<file path="src/hdl/tgp_pkg.sv">
// Shared constants, types and codes for the touchpad gesture to pointer unit.
`default_nettype none
package tgp_pkg;

	localparam int MAX_CONTACTS = 10;
	localparam int JUMP_LIMIT   = 400;
	localparam int COORD_BITS   = 16;
	localparam int WHEEL_MAX    = 400;

	localparam int IN_COORD_W = 16;
	localparam int CNT_W      = 4;
	localparam int CNT_MAX    = (1 << CNT_W) - 1;
	localparam int MDIV_W     = 8;
	localparam int SDIV_W     = 10;
	localparam int CFG_W      = 10;
	localparam int CFG_IDX_W  = 2;
	localparam int OUT_W      = 10;
	localparam int REM_W      = 16;
	localparam int DELTA_W    = $clog2(JUMP_LIMIT + 1) + 1;
	localparam int DIV_N      = REM_W;
	localparam int DIV_CNT_W  = $clog2(DIV_N);
	localparam int PROD_W     = REM_W + SDIV_W;

	localparam logic [MDIV_W-1:0] MDIV_RESET = MDIV_W'(3);
	localparam logic [SDIV_W-1:0] SDIV_RESET = SDIV_W'(100);

	typedef enum logic [CFG_IDX_W-1:0] {
		REG_MOTION_DIV = 2'd0,
		REG_SCROLL_DIV = 2'd1,
		REG_SCROLL_INV = 2'd2
	} cfg_reg_t;

	typedef enum logic [2:0] {
		ST_ACCEPT,
		ST_EVAL,
		ST_DIVA_GO,
		ST_DIVA_WAIT,
		ST_DIVB_GO,
		ST_DIVB_WAIT,
		ST_FINISH
	} state_t;

	typedef struct packed {
		logic take;
		logic take_last;
		logic eval;
		logic div_start;
		logic div_b;
		logic finish;
	} ctrl_cmd_t;

	typedef struct packed {
		logic need_div;
		logic div_done;
		logic out_free;
	} dp_status_t;

endpackage
`default_nettype wire

</file>
<file path="src/hdl/tgp_if.sv">
// Request channel interfaces: contact items in, pointer events out.
`default_nettype none
interface tgp_contact_if;
	import tgp_pkg::*;
	logic                  valid;
	logic                  ready;
	logic                  tip_down;
	logic [IN_COORD_W-1:0] contact_x;
	logic [IN_COORD_W-1:0] contact_y;
	logic                  button_pressed;
	logic                  last_contact;

	modport source (output valid, tip_down, contact_x, contact_y, button_pressed,
		last_contact, input ready);
	modport sink (input valid, tip_down, contact_x, contact_y, button_pressed,
		last_contact, output ready);
endinterface

interface tgp_event_if;
	import tgp_pkg::*;
	logic                    valid;
	logic                    ready;
	logic signed [OUT_W-1:0] pointer_dx;
	logic signed [OUT_W-1:0] pointer_dy_up;
	logic signed [OUT_W-1:0] wheel_vertical;
	logic signed [OUT_W-1:0] wheel_horizontal;
	logic                    button_state;

	modport source (output valid, pointer_dx, pointer_dy_up, wheel_vertical,
		wheel_horizontal, button_state, input ready);
	modport sink (input valid, pointer_dx, pointer_dy_up, wheel_vertical,
		wheel_horizontal, button_state, output ready);
endinterface
`default_nettype wire

</file>
<file path="src/hdl/tgp_div.sv">
// Restoring unsigned divider, one quotient bit per cycle.
`default_nettype none
module tgp_div (
	input  wire                        clk,
	input  wire                        arst_n,
	input  wire                        start,
	input  wire [tgp_pkg::DIV_N-1:0]   dividend,
	input  wire [tgp_pkg::SDIV_W-1:0]  divisor,
	output logic                       done,
	output logic [tgp_pkg::DIV_N-1:0]  quo,
	output logic [tgp_pkg::SDIV_W-1:0] rem
);
	import tgp_pkg::*;

	logic                 busy_q;
	logic                 done_q;
	logic [DIV_CNT_W-1:0] step_q;
	logic [DIV_N-1:0]     quo_q;
	logic [SDIV_W-1:0]    rem_q;
	logic [SDIV_W-1:0]    dvs_q;
	logic [SDIV_W:0]      trial;
	logic                 ge;
	logic [SDIV_W:0]      diff;

	always_comb begin
		trial = {rem_q, quo_q[DIV_N-1]};
		ge    = trial >= {1'b0, dvs_q};
		diff  = trial - {1'b0, dvs_q};
	end

	always_ff @(posedge clk or negedge arst_n) begin
		if (!arst_n) begin
			busy_q <= 1'b0;
			done_q <= 1'b0;
			step_q <= '0;
		end else begin
			done_q <= 1'b0;
			if (start) begin
				busy_q <= 1'b1;
				step_q <= '0;
			end else if (busy_q) begin
				step_q <= step_q + 1'b1;
				if (step_q == DIV_CNT_W'(DIV_N - 1)) begin
					busy_q <= 1'b0;
					done_q <= 1'b1;
				end
			end
		end
	end

	always_ff @(posedge clk) begin
		if (start) begin
			quo_q <= dividend;
			rem_q <= '0;
			dvs_q <= divisor;
		end else if (busy_q) begin
			quo_q <= {quo_q[DIV_N-2:0], ge};
			rem_q <= ge ? diff[SDIV_W-1:0] : trial[SDIV_W-1:0];
		end
	end

	assign done = done_q;
	assign quo  = quo_q;
	assign rem  = rem_q;
endmodule
`default_nettype wire

</file>
<file path="src/hdl/tgp_ctrl.sv">
// Sequencer: item intake, delta evaluation, two divisions when needed, result commit.
`default_nettype none
module tgp_ctrl (
	input  wire                     clk,
	input  wire                     arst_n,
	input  wire                     in_valid,
	input  wire                     in_last,
	input  tgp_pkg::dp_status_t     status,
	output logic                    in_ready,
	output tgp_pkg::ctrl_cmd_t      cmd
);
	import tgp_pkg::*;

	state_t state_q, state_d;

	always_ff @(posedge clk or negedge arst_n) begin
		if (!arst_n) state_q <= ST_ACCEPT;
		else         state_q <= state_d;
	end

	always_comb begin
		state_d  = state_q;
		cmd      = '0;
		in_ready = 1'b0;
		unique case (state_q)
			ST_ACCEPT: begin
				in_ready = 1'b1;
				if (in_valid) begin
					cmd.take = 1'b1;
					if (in_last) begin
						cmd.take_last = 1'b1;
						state_d       = ST_EVAL;
					end
				end
			end
			ST_EVAL: begin
				cmd.eval = 1'b1;
				state_d  = status.need_div ? ST_DIVA_GO : ST_FINISH;
			end
			ST_DIVA_GO: begin
				cmd.div_start = 1'b1;
				state_d       = ST_DIVA_WAIT;
			end
			ST_DIVA_WAIT: begin
				if (status.div_done) state_d = ST_DIVB_GO;
			end
			ST_DIVB_GO: begin
				cmd.div_start = 1'b1;
				cmd.div_b     = 1'b1;
				state_d       = ST_DIVB_WAIT;
			end
			ST_DIVB_WAIT: begin
				cmd.div_b = 1'b1;
				if (status.div_done) state_d = ST_FINISH;
			end
			ST_FINISH: begin
				if (status.out_free) begin
					cmd.finish = 1'b1;
					state_d    = ST_ACCEPT;
				end
			end
			default: state_d = ST_ACCEPT;
		endcase
	end
endmodule
`default_nettype wire

</file>
<file path="src/hdl/tgp_dp.sv">
// Datapath: report state, deltas, scroll remainders, divider and result register.
`default_nettype none
module tgp_dp (
	input  wire                             clk,
	input  wire                             arst_n,
	input  tgp_pkg::ctrl_cmd_t              cmd,
	output tgp_pkg::dp_status_t             status,
	input  wire                             cfg_we,
	input  wire [tgp_pkg::CFG_IDX_W-1:0]    cfg_index,
	input  wire [tgp_pkg::CFG_W-1:0]        cfg_wdata,
	input  wire                             in_tip,
	input  wire [tgp_pkg::IN_COORD_W-1:0]   in_x,
	input  wire [tgp_pkg::IN_COORD_W-1:0]   in_y,
	input  wire                             in_btn,
	output logic                            out_valid,
	input  wire                             out_ready,
	output logic signed [tgp_pkg::OUT_W-1:0] out_dx,
	output logic signed [tgp_pkg::OUT_W-1:0] out_dy_up,
	output logic signed [tgp_pkg::OUT_W-1:0] out_wv,
	output logic signed [tgp_pkg::OUT_W-1:0] out_wh,
	output logic                            out_btn
);
	import tgp_pkg::*;

	typedef struct packed {
		logic signed [OUT_W-1:0] click;
		logic signed [REM_W-1:0] rem;
	} axis_t;

	function automatic logic signed [REM_W-1:0] sat_rem(input logic signed [REM_W:0] v);
		logic signed [REM_W-1:0] r;
		if (v[REM_W] != v[REM_W-1]) r = v[REM_W] ? {1'b1, {(REM_W-1){1'b0}}}
		                                           : {1'b0, {(REM_W-1){1'b1}}};
		else r = v[REM_W-1:0];
		return r;
	endfunction

	function automatic logic [REM_W-1:0] mag(input logic signed [REM_W-1:0] v);
		logic [REM_W-1:0] m;
		m = v[REM_W-1] ? REM_W'(-v) : REM_W'(v);
		return m;
	endfunction

	// clicks clamp at the wheel limit; the excess stays in the remainder
	function automatic axis_t scroll_axis(input logic [DIV_N-1:0] q,
		input logic [SDIV_W-1:0] r, input logic neg, input logic [REM_W-1:0] m,
		input logic [SDIV_W-1:0] d);
		axis_t            res;
		logic [PROD_W-1:0] big;
		logic [REM_W-1:0]  rm;
		logic [OUT_W-1:0]  c;
		big = PROD_W'(m) - PROD_W'(WHEEL_MAX) * PROD_W'(d);
		if (q > DIV_N'(WHEEL_MAX)) begin
			c  = OUT_W'(WHEEL_MAX);
			rm = big[REM_W-1:0];
		end else begin
			c  = q[OUT_W-1:0];
			rm = REM_W'(r);
		end
		res.click = neg ? -$signed(c) : $signed(c);
		res.rem   = neg ? -$signed(rm) : $signed(rm);
		return res;
	endfunction

	function automatic logic signed [OUT_W-1:0] signed_quo(input logic [DIV_N-1:0] q,
		input logic neg);
		logic signed [OUT_W-1:0] s;
		s = $signed(q[OUT_W-1:0]);
		return neg ? -s : s;
	endfunction

	// configuration
	logic [MDIV_W-1:0] mdiv_q;
	logic [SDIV_W-1:0] sdiv_q;
	logic              sinv_q;

	always_ff @(posedge clk or negedge arst_n) begin
		if (!arst_n) begin
			mdiv_q <= MDIV_RESET;
			sdiv_q <= SDIV_RESET;
			sinv_q <= 1'b0;
		end else if (cfg_we) begin
			unique case (cfg_reg_t'(cfg_index))
				REG_MOTION_DIV: mdiv_q <= cfg_wdata[MDIV_W-1:0];
				REG_SCROLL_DIV: sdiv_q <= cfg_wdata[SDIV_W-1:0];
				REG_SCROLL_INV: sinv_q <= cfg_wdata[0];
				default: ;
			endcase
		end
	end

	// report and history state
	logic [CNT_W-1:0]        cnt_q, slot_q, prev_cnt_q;
	logic [COORD_BITS-1:0]   first_x_q, first_y_q, prev_x_q, prev_y_q;
	logic                    btn_q, prev_btn_q;
	logic signed [REM_W-1:0] rem_x_q, rem_y_q;
	logic signed [DELTA_W-1:0] dx_q, dy_q;
	logic [DIV_N-1:0]        qa_q, qb_q;
	logic [SDIV_W-1:0]       ra_q, rb_q;

	logic signed [COORD_BITS:0] raw_dx, raw_dy;
	logic                       jump, use_delta, scroll;
	logic signed [REM_W-1:0]    sum_x, sum_y;
	logic [DIV_N-1:0]           div_op;
	logic [SDIV_W-1:0]          div_dvs;
	logic                       div_done;
	logic [DIV_N-1:0]           div_quo;
	logic [SDIV_W-1:0]          div_rem;

	axis_t                   ax_y, ax_x;
	logic signed [OUT_W-1:0] wv, wh, mx, my;
	logic signed [REM_W-1:0] nrem_x, nrem_y;
	logic                    btn_chg, emit;

	always_comb begin
		raw_dx    = $signed({1'b0, first_x_q}) - $signed({1'b0, prev_x_q});
		raw_dy    = $signed({1'b0, first_y_q}) - $signed({1'b0, prev_y_q});
		jump      = (raw_dx > JUMP_LIMIT) || (raw_dx < -JUMP_LIMIT) ||
		            (raw_dy > JUMP_LIMIT) || (raw_dy < -JUMP_LIMIT);
		use_delta = (cnt_q != '0) && (cnt_q == prev_cnt_q) && !jump;
		scroll    = cnt_q == CNT_W'(2);
		sum_x     = sat_rem({rem_x_q[REM_W-1], rem_x_q} + (REM_W+1)'(dx_q));
		sum_y     = sat_rem({rem_y_q[REM_W-1], rem_y_q} + (REM_W+1)'(dy_q));
		if (cmd.div_b) div_op = scroll ? mag(sum_x) : mag(REM_W'(dx_q));
		else           div_op = scroll ? mag(sum_y) : mag(REM_W'(dy_q));
		div_dvs = scroll ? sdiv_q : SDIV_W'(mdiv_q);
	end

	tgp_div u_div (
		.clk      (clk),
		.arst_n   (arst_n),
		.start    (cmd.div_start),
		.dividend (div_op),
		.divisor  (div_dvs),
		.done     (div_done),
		.quo      (div_quo),
		.rem      (div_rem)
	);

	always_comb begin
		ax_y    = scroll_axis(qa_q, ra_q, sum_y[REM_W-1], mag(sum_y), sdiv_q);
		ax_x    = scroll_axis(qb_q, rb_q, sum_x[REM_W-1], mag(sum_x), sdiv_q);
		btn_chg = btn_q != prev_btn_q;
		wv      = '0;
		wh      = '0;
		mx      = '0;
		my      = '0;
		nrem_x  = rem_x_q;
		nrem_y  = rem_y_q;
		if (scroll) begin
			nrem_x = sum_x;
			nrem_y = sum_y;
			if (sdiv_q != '0) begin
				wv     = sinv_q ? -ax_y.click : ax_y.click;
				wh     = sinv_q ? -ax_x.click : ax_x.click;
				nrem_x = ax_x.rem;
				nrem_y = ax_y.rem;
			end
			emit = (wv != '0) || (wh != '0) || btn_chg;
		end else begin
			emit = (cnt_q == CNT_W'(1)) || btn_chg;
			if (cnt_q == CNT_W'(1)) begin
				if (mdiv_q != '0) begin
					mx = signed_quo(qb_q, dx_q[DELTA_W-1]);
					my = signed_quo(qa_q, dy_q[DELTA_W-1]);
				end else begin
					mx = OUT_W'(dx_q);
					my = OUT_W'(dy_q);
				end
			end
		end
		if (cnt_q != prev_cnt_q) begin
			nrem_x = '0;
			nrem_y = '0;
		end
	end

	always_ff @(posedge clk or negedge arst_n) begin
		if (!arst_n) begin
			cnt_q      <= '0;
			slot_q     <= '0;
			first_x_q  <= '0;
			first_y_q  <= '0;
			prev_x_q   <= '0;
			prev_y_q   <= '0;
			prev_cnt_q <= '0;
			prev_btn_q <= 1'b0;
			rem_x_q    <= '0;
			rem_y_q    <= '0;
			out_valid  <= 1'b0;
		end else begin
			if (cmd.take) begin
				if ((slot_q < CNT_W'(MAX_CONTACTS)) && in_tip) begin
					if (cnt_q == '0) begin
						first_x_q <= in_x[COORD_BITS-1:0];
						first_y_q <= in_y[COORD_BITS-1:0];
					end
					if (cnt_q != CNT_W'(CNT_MAX)) cnt_q <= cnt_q + 1'b1;
				end
				if (slot_q != CNT_W'(CNT_MAX)) slot_q <= slot_q + 1'b1;
			end
			if (cmd.finish) begin
				rem_x_q    <= nrem_x;
				rem_y_q    <= nrem_y;
				prev_x_q   <= first_x_q;
				prev_y_q   <= first_y_q;
				prev_cnt_q <= cnt_q;
				prev_btn_q <= btn_q;
				cnt_q      <= '0;
				slot_q     <= '0;
				first_x_q  <= '0;
				first_y_q  <= '0;
			end
			if (cmd.finish && emit) out_valid <= 1'b1;
			else if (out_ready)     out_valid <= 1'b0;
		end
	end

	always_ff @(posedge clk) begin
		if (cmd.take_last) btn_q <= in_btn;
		if (cmd.eval) begin
			dx_q <= use_delta ? DELTA_W'(raw_dx) : '0;
			dy_q <= use_delta ? DELTA_W'(raw_dy) : '0;
		end
		if (div_done && !cmd.div_b) begin
			qa_q <= div_quo;
			ra_q <= div_rem;
		end
		if (div_done && cmd.div_b) begin
			qb_q <= div_quo;
			rb_q <= div_rem;
		end
		if (cmd.finish && emit) begin
			out_dx    <= mx;
			out_dy_up <= -my;
			out_wv    <= wv;
			out_wh    <= wh;
			out_btn   <= btn_q;
		end
	end

	always_comb begin
		status.need_div = scroll ? (sdiv_q != '0) : ((cnt_q == CNT_W'(1)) && (mdiv_q != '0));
		status.div_done = div_done;
		status.out_free = !out_valid || out_ready;
	end
endmodule
`default_nettype wire

</file>
<file path="src/hdl/touchpad_gesture_to_pointer_unit.sv">
// Top level of the touchpad gesture to pointer unit.
//
//   channel   dir  payload                                      handshake
//   contacts  in   tip_down, contact_x/y, button, last_contact  valid/ready request
//   events    out  pointer_dx/dy_up, wheel_v/h, button_state    valid/ready request
//   cfg       in   cfg_index, cfg_wdata                         cfg_we, no stall
//
// A contact that does not close a report is taken and the unit stays ready. A closing
// contact goes through evaluation and, when a division is needed, two passes (start,
// 16 steps, done) through the one shared bit-serial divider before the commit step.
// The finished event sits in an output register, so contacts
// of the next report are taken while it waits; the unit holds in its final
// step, taking no contact, only while that register is still full.
// Reset is asynchronous and clears all history.
`default_nettype none
module touchpad_gesture_to_pointer_unit (
	input  wire                           clk,
	input  wire                           arst_n,
	tgp_contact_if.sink                   contacts,
	tgp_event_if.source                   events,
	input  wire                           cfg_we,
	input  wire [tgp_pkg::CFG_IDX_W-1:0]  cfg_index,
	input  wire [tgp_pkg::CFG_W-1:0]      cfg_wdata
);
	import tgp_pkg::*;

	ctrl_cmd_t  cmd;
	dp_status_t status;
	logic       in_ready;

	// the sequencer owns the contact handshake
	tgp_ctrl u_ctrl (
		.clk      (clk),
		.arst_n   (arst_n),
		.in_valid (contacts.valid),
		.in_last  (contacts.last_contact),
		.status   (status),
		.in_ready (in_ready),
		.cmd      (cmd)
	);

	assign contacts.ready = in_ready;

	// all arithmetic and the event register live in the datapath
	tgp_dp u_dp (
		.clk       (clk),
		.arst_n    (arst_n),
		.cmd       (cmd),
		.status    (status),
		.cfg_we    (cfg_we),
		.cfg_index (cfg_index),
		.cfg_wdata (cfg_wdata),
		.in_tip    (contacts.tip_down),
		.in_x      (contacts.contact_x),
		.in_y      (contacts.contact_y),
		.in_btn    (contacts.button_pressed),
		.out_valid (events.valid),
		.out_ready (events.ready),
		.out_dx    (events.pointer_dx),
		.out_dy_up (events.pointer_dy_up),
		.out_wv    (events.wheel_vertical),
		.out_wh    (events.wheel_horizontal),
		.out_btn   (events.button_state)
	);
endmodule
`default_nettype wire

</file>
<file path="src/flat_wrapper.sv">
// flat-port wrapper written by rule: the top's interface ports become plain ports
module touchpad_gesture_to_pointer_unit_flat import tgp_pkg::*;
  (clk, arst_n, cfg_we, cfg_index, cfg_wdata, contacts_valid, contacts_tip_down, contacts_contact_x, contacts_contact_y, contacts_button_pressed, contacts_last_contact, contacts_ready, events_valid, events_pointer_dx, events_pointer_dy_up, events_wheel_vertical, events_wheel_horizontal, events_button_state, events_ready);
  tgp_contact_if contacts_i ();
  tgp_event_if events_i ();
  input  wire clk;
  input  wire arst_n;
  input  wire cfg_we;
  input  wire [tgp_pkg::CFG_IDX_W-1:0] cfg_index;
  input  wire [tgp_pkg::CFG_W-1:0] cfg_wdata;
  input wire logic [$bits(contacts_i.valid)-1:0] contacts_valid;
  input wire logic [$bits(contacts_i.tip_down)-1:0] contacts_tip_down;
  input wire logic [$bits(contacts_i.contact_x)-1:0] contacts_contact_x;
  input wire logic [$bits(contacts_i.contact_y)-1:0] contacts_contact_y;
  input wire logic [$bits(contacts_i.button_pressed)-1:0] contacts_button_pressed;
  input wire logic [$bits(contacts_i.last_contact)-1:0] contacts_last_contact;
  output wire logic [$bits(contacts_i.ready)-1:0] contacts_ready;
  output wire logic [$bits(events_i.valid)-1:0] events_valid;
  output wire logic [$bits(events_i.pointer_dx)-1:0] events_pointer_dx;
  output wire logic [$bits(events_i.pointer_dy_up)-1:0] events_pointer_dy_up;
  output wire logic [$bits(events_i.wheel_vertical)-1:0] events_wheel_vertical;
  output wire logic [$bits(events_i.wheel_horizontal)-1:0] events_wheel_horizontal;
  output wire logic [$bits(events_i.button_state)-1:0] events_button_state;
  input wire logic [$bits(events_i.ready)-1:0] events_ready;
  assign contacts_i.valid = contacts_valid;
  assign contacts_i.tip_down = contacts_tip_down;
  assign contacts_i.contact_x = contacts_contact_x;
  assign contacts_i.contact_y = contacts_contact_y;
  assign contacts_i.button_pressed = contacts_button_pressed;
  assign contacts_i.last_contact = contacts_last_contact;
  assign contacts_ready = contacts_i.ready;
  assign events_valid = events_i.valid;
  assign events_pointer_dx = events_i.pointer_dx;
  assign events_pointer_dy_up = events_i.pointer_dy_up;
  assign events_wheel_vertical = events_i.wheel_vertical;
  assign events_wheel_horizontal = events_i.wheel_horizontal;
  assign events_button_state = events_i.button_state;
  assign events_i.ready = events_ready;
  touchpad_gesture_to_pointer_unit u_core (.clk(clk), .arst_n(arst_n), .contacts(contacts_i), .events(events_i), .cfg_we(cfg_we), .cfg_index(cfg_index), .cfg_wdata(cfg_wdata));
endmodule
</file>
<file path="config.mk">
export PLATFORM = sky130hd
export DESIGN_NAME = touchpad_gesture_to_pointer_unit_flat
export DESIGN_NICKNAME = d
export VERILOG_FILES = /design/src/hdl/tgp_pkg.sv /design/src/hdl/tgp_if.sv /design/src/hdl/tgp_div.sv /design/src/hdl/tgp_ctrl.sv /design/src/hdl/tgp_dp.sv /design/src/hdl/touchpad_gesture_to_pointer_unit.sv /design/src/flat_wrapper.sv
export SDC_FILE = /design/constraint.sdc
export NUM_CORES = 1
export LEC_CHECK = 0
export ABC_AREA = 1
export BUFFER_PORTS_ARGS = -buffer_cell sky130_fd_sc_hd__buf_2
export CAP_MARGIN = 20
export CORE_UTILIZATION = 39
export CTS_BUF_LIST = sky130_fd_sc_hd__clkbuf_16
export DETAILED_ROUTE_END_ITERATION = 16
export PLACE_DENSITY = 0.61
export SYNTH_ARGS = -nofsm -noshare
export SYNTH_HDL_FRONTEND = slang
export SYNTH_SLANG_ARGS = --single-unit
</file>
<file path="constraint.sdc">
create_clock -name clk -period 12.7 [get_ports clk]
set_input_delay 3.175 -clock clk [delete_from_list [all_inputs] [get_ports clk]]
set_output_delay 3.175 -clock clk [all_outputs]
set_load 0.03 [all_outputs]
</file>
==> out/results.txt <==
setup tns final - 0 ns
Worst Path Required - 13.13 ns
Die H - 236 um
GRT Total Usage - 0.213
Synth Instances - 2725
global-route wire length before repair - 94.3 mm
die area - 55500 um2
final net count - 2992
ANT nets after route - 0
post-synthesis sequential area ratio - 0.370
clk buf depth - 3
Max Clock Skew - 0.0251 ns
Vias/cell - 5.30
actual slew at the worst max-slew pin - 1.13 ns
CTS resizes - 0
CTS tree - built
R2R depth - 36
critical path capture point - u_core.u_dp.rem_y_q[14]
net count after synthesis - 2928
WL/cell - 17.0 um
Synth Flop Type - edfxtp_1
antenna violations before repair - 0
critical path class - reg2reg
max-slew violations - 0
Slowest cell on crit path - edfxtp_1
initial core utilization - 0.395
status - completed
f_max - 158 MHz
Max-cap violations - 0
PnR worst setup slack - 6.36 ns
H-tree levels - 2
R2R Path End - u_core.u_dp.rem_y_q[14]
reg-to-reg setup timing slack - 6.36 ns
critical path data arrival time - 6.76 ns
type of the most critical hold path - reg2reg
flops & latches, synth - 288
worst skew pair latency - 0.55 ns
Critical Path Stages - 36
dpl hpwl - 45.5 mm
Die Width - 236 um
Largest delay share family, worst path - simple AND/OR/NAND/NOR gates
dpl ws - 6.50 ns
Final Hold Fails - 0
antenna cells - 0
final core occ - 0.438
CP startpoint - u_core.u_dp.dy_q[9]
Setup violations, final - 0
Port Buf Inserts - 94
EDFF count, synth - 140
CP max stage delay - 0.97 ns
Sink Count - 288
gr ovfl total - 0
reg-to-reg startpoint - u_core.u_dp.dy_q[9]
root buffer cell - clkbuf_16
most frequent cells in the layout - 529 x nand2_1, 373 x inv_1, 247 x o21ai_0
post-synth top area share - 0.198
Setup crit start kind - flop
Buf+Inv Stages, Crit Path - 5
gpl congestion - 0.947
via count - 18600
DRT Pass-1 Iters - 8
most common cell after layout, fill and taps aside - nand2_1
RSZ-0062 raised after global routing - no
proportion of layout cells with a drive suffix above 1 - 0.119
crit-path most repeated cell - nand2_1
fin crit share - 0.499
Area Growth Syn to Fin - 10.9%
post-CTS setup buffers - 0
mapped cell area - 21300 um2
final WL - 59.6 mm
hold_buf cts - 0
Area contributors post-synth - edfxtp_1 20%, dfrtp_1 16%, nand2_1 9.4%
DRC - 0
# IOs - 95
initial drt markers - 1520
Crit. End Element - flop
cts bufs inserted - 36
Syn Area/Cell - 7.81 um2
Synth area leader - edfxtp_1
Final min period - 6.34 ns
Slew HR - 0.245
FFs w/ async S/R, synth - 0.479
critical path peak fanout - 44
Yosys warnings - 0
Distinct cells, synth - 67
pin count of the biggest net entering global routing - 110
WHS - 0.482 ns
core area - 53800 um2
Row Count - 85
clock transition at the registers of the reported paths - 0.06 ns
number of global-route vias before repair - 17500
-- layout make-up --
| type | count | area [um2] |
|---|---|---|
| clock buffers | 37 | 926 |
| clock inverters | 28 | 262 |
| fillers | 5349 | 30200 |
| inverters | 388 | 1460 |
| multi-input cells | 1965 | 11600 |
| flip-flops and latches | 288 | 7860 |
| well taps | 696 | 871 |
| repair buffers | 110 | 609 |
-- through the flow --
stage               cell area (um2)  cells
finish                        23600   3512
global route                  23600   3512
global placement              22400   3446
detailed placement            22400   3446
floorplan                     21300   2725
CTS                           23600   3511
-- synthesized netlist by cell type, types with 22 or more instances --
| master | instances |
|---|---|
| nand3_1 | 200 |
| nor2_1 | 187 |
| nand3_2 | 23 |
| ha_1 | 139 |
| o21ai_0 | 247 |
| nand2_1 | 532 |
| a21oi_1 | 164 |
| clkbuf_1 | 55 |
| inv_1 | 367 |
| xnor2_1 | 45 |
| nand2_2 | 47 |
| edfxtp_1 | 140 |
| o211ai_1 | 23 |
| xor2_1 | 79 |
| dfrtp_1 | 133 |
| nor3_1 | 36 |
| nand4_1 | 22 |
-- worst reg2reg max path: cells and delay by family (launching register included) --
kind                     cells  cell delay, ns
buffers and inverters        5            0.31
flip-flops                   1            0.97
AND/OR/NAND/NOR             22            2.87
adder cells (fa/ha/maj)      3            0.92
XOR/XNOR                     1            0.29
AO/OA/AOI/OAI                5            0.85
-- kinds of logic (layout without fill, tap and decap cells) --
logic type,Yosys count,after routing,synth area share
AOI/OAI and AO/OA,545,545,0.147
xor gates and xnor gates,124,124,0.0511
muxes,3,3,0.00200
adders and majority gates,151,151,0.0931
DFF,288,288,0.370
buffers and inverters,472,563,0.0864
and+or+nand+nor,1142,1142,0.251
-- layer usage --
metal / vias to the layer above / GRT usage / share of wire
li1: 9246 / - / -
met1: 8805 / 0.299 / 0.47
met2: 482 / 0.337 / 0.44
met3: 92 / 0.0294 / 0.055
met4: 0 / 0.0699 / 0.030
met5: - / 0 / 0
-- worst min path at each step --
stage	from	to	slack, ns	depth (start not counted)
final	u_core.u_dp.prev_x_q[13]	u_core.u_dp.prev_x_q[13]	0.48	2
after floorplan	u_core.u_dp.u_div.rem[9]	u_core.u_dp.ra_q[9]	0.43	0
after CTS	u_core.u_dp.prev_y_q[10]	u_core.u_dp.prev_y_q[10]	0.49	2
after global routing	u_core.u_dp.u_div.quo[12]	u_core.u_dp.qa_q[12]	0.51	0
after global placement	u_core.u_dp.prev_x_q[15]	u_core.u_dp.prev_x_q[15]	0.47	2
after detailed placement	u_core.u_dp.prev_y_q[10]	u_core.u_dp.prev_y_q[10]	0.47	2
Power is not shown: default switching activity piles up to over one toggle a cycle in this logic, so the estimate is an artifact.
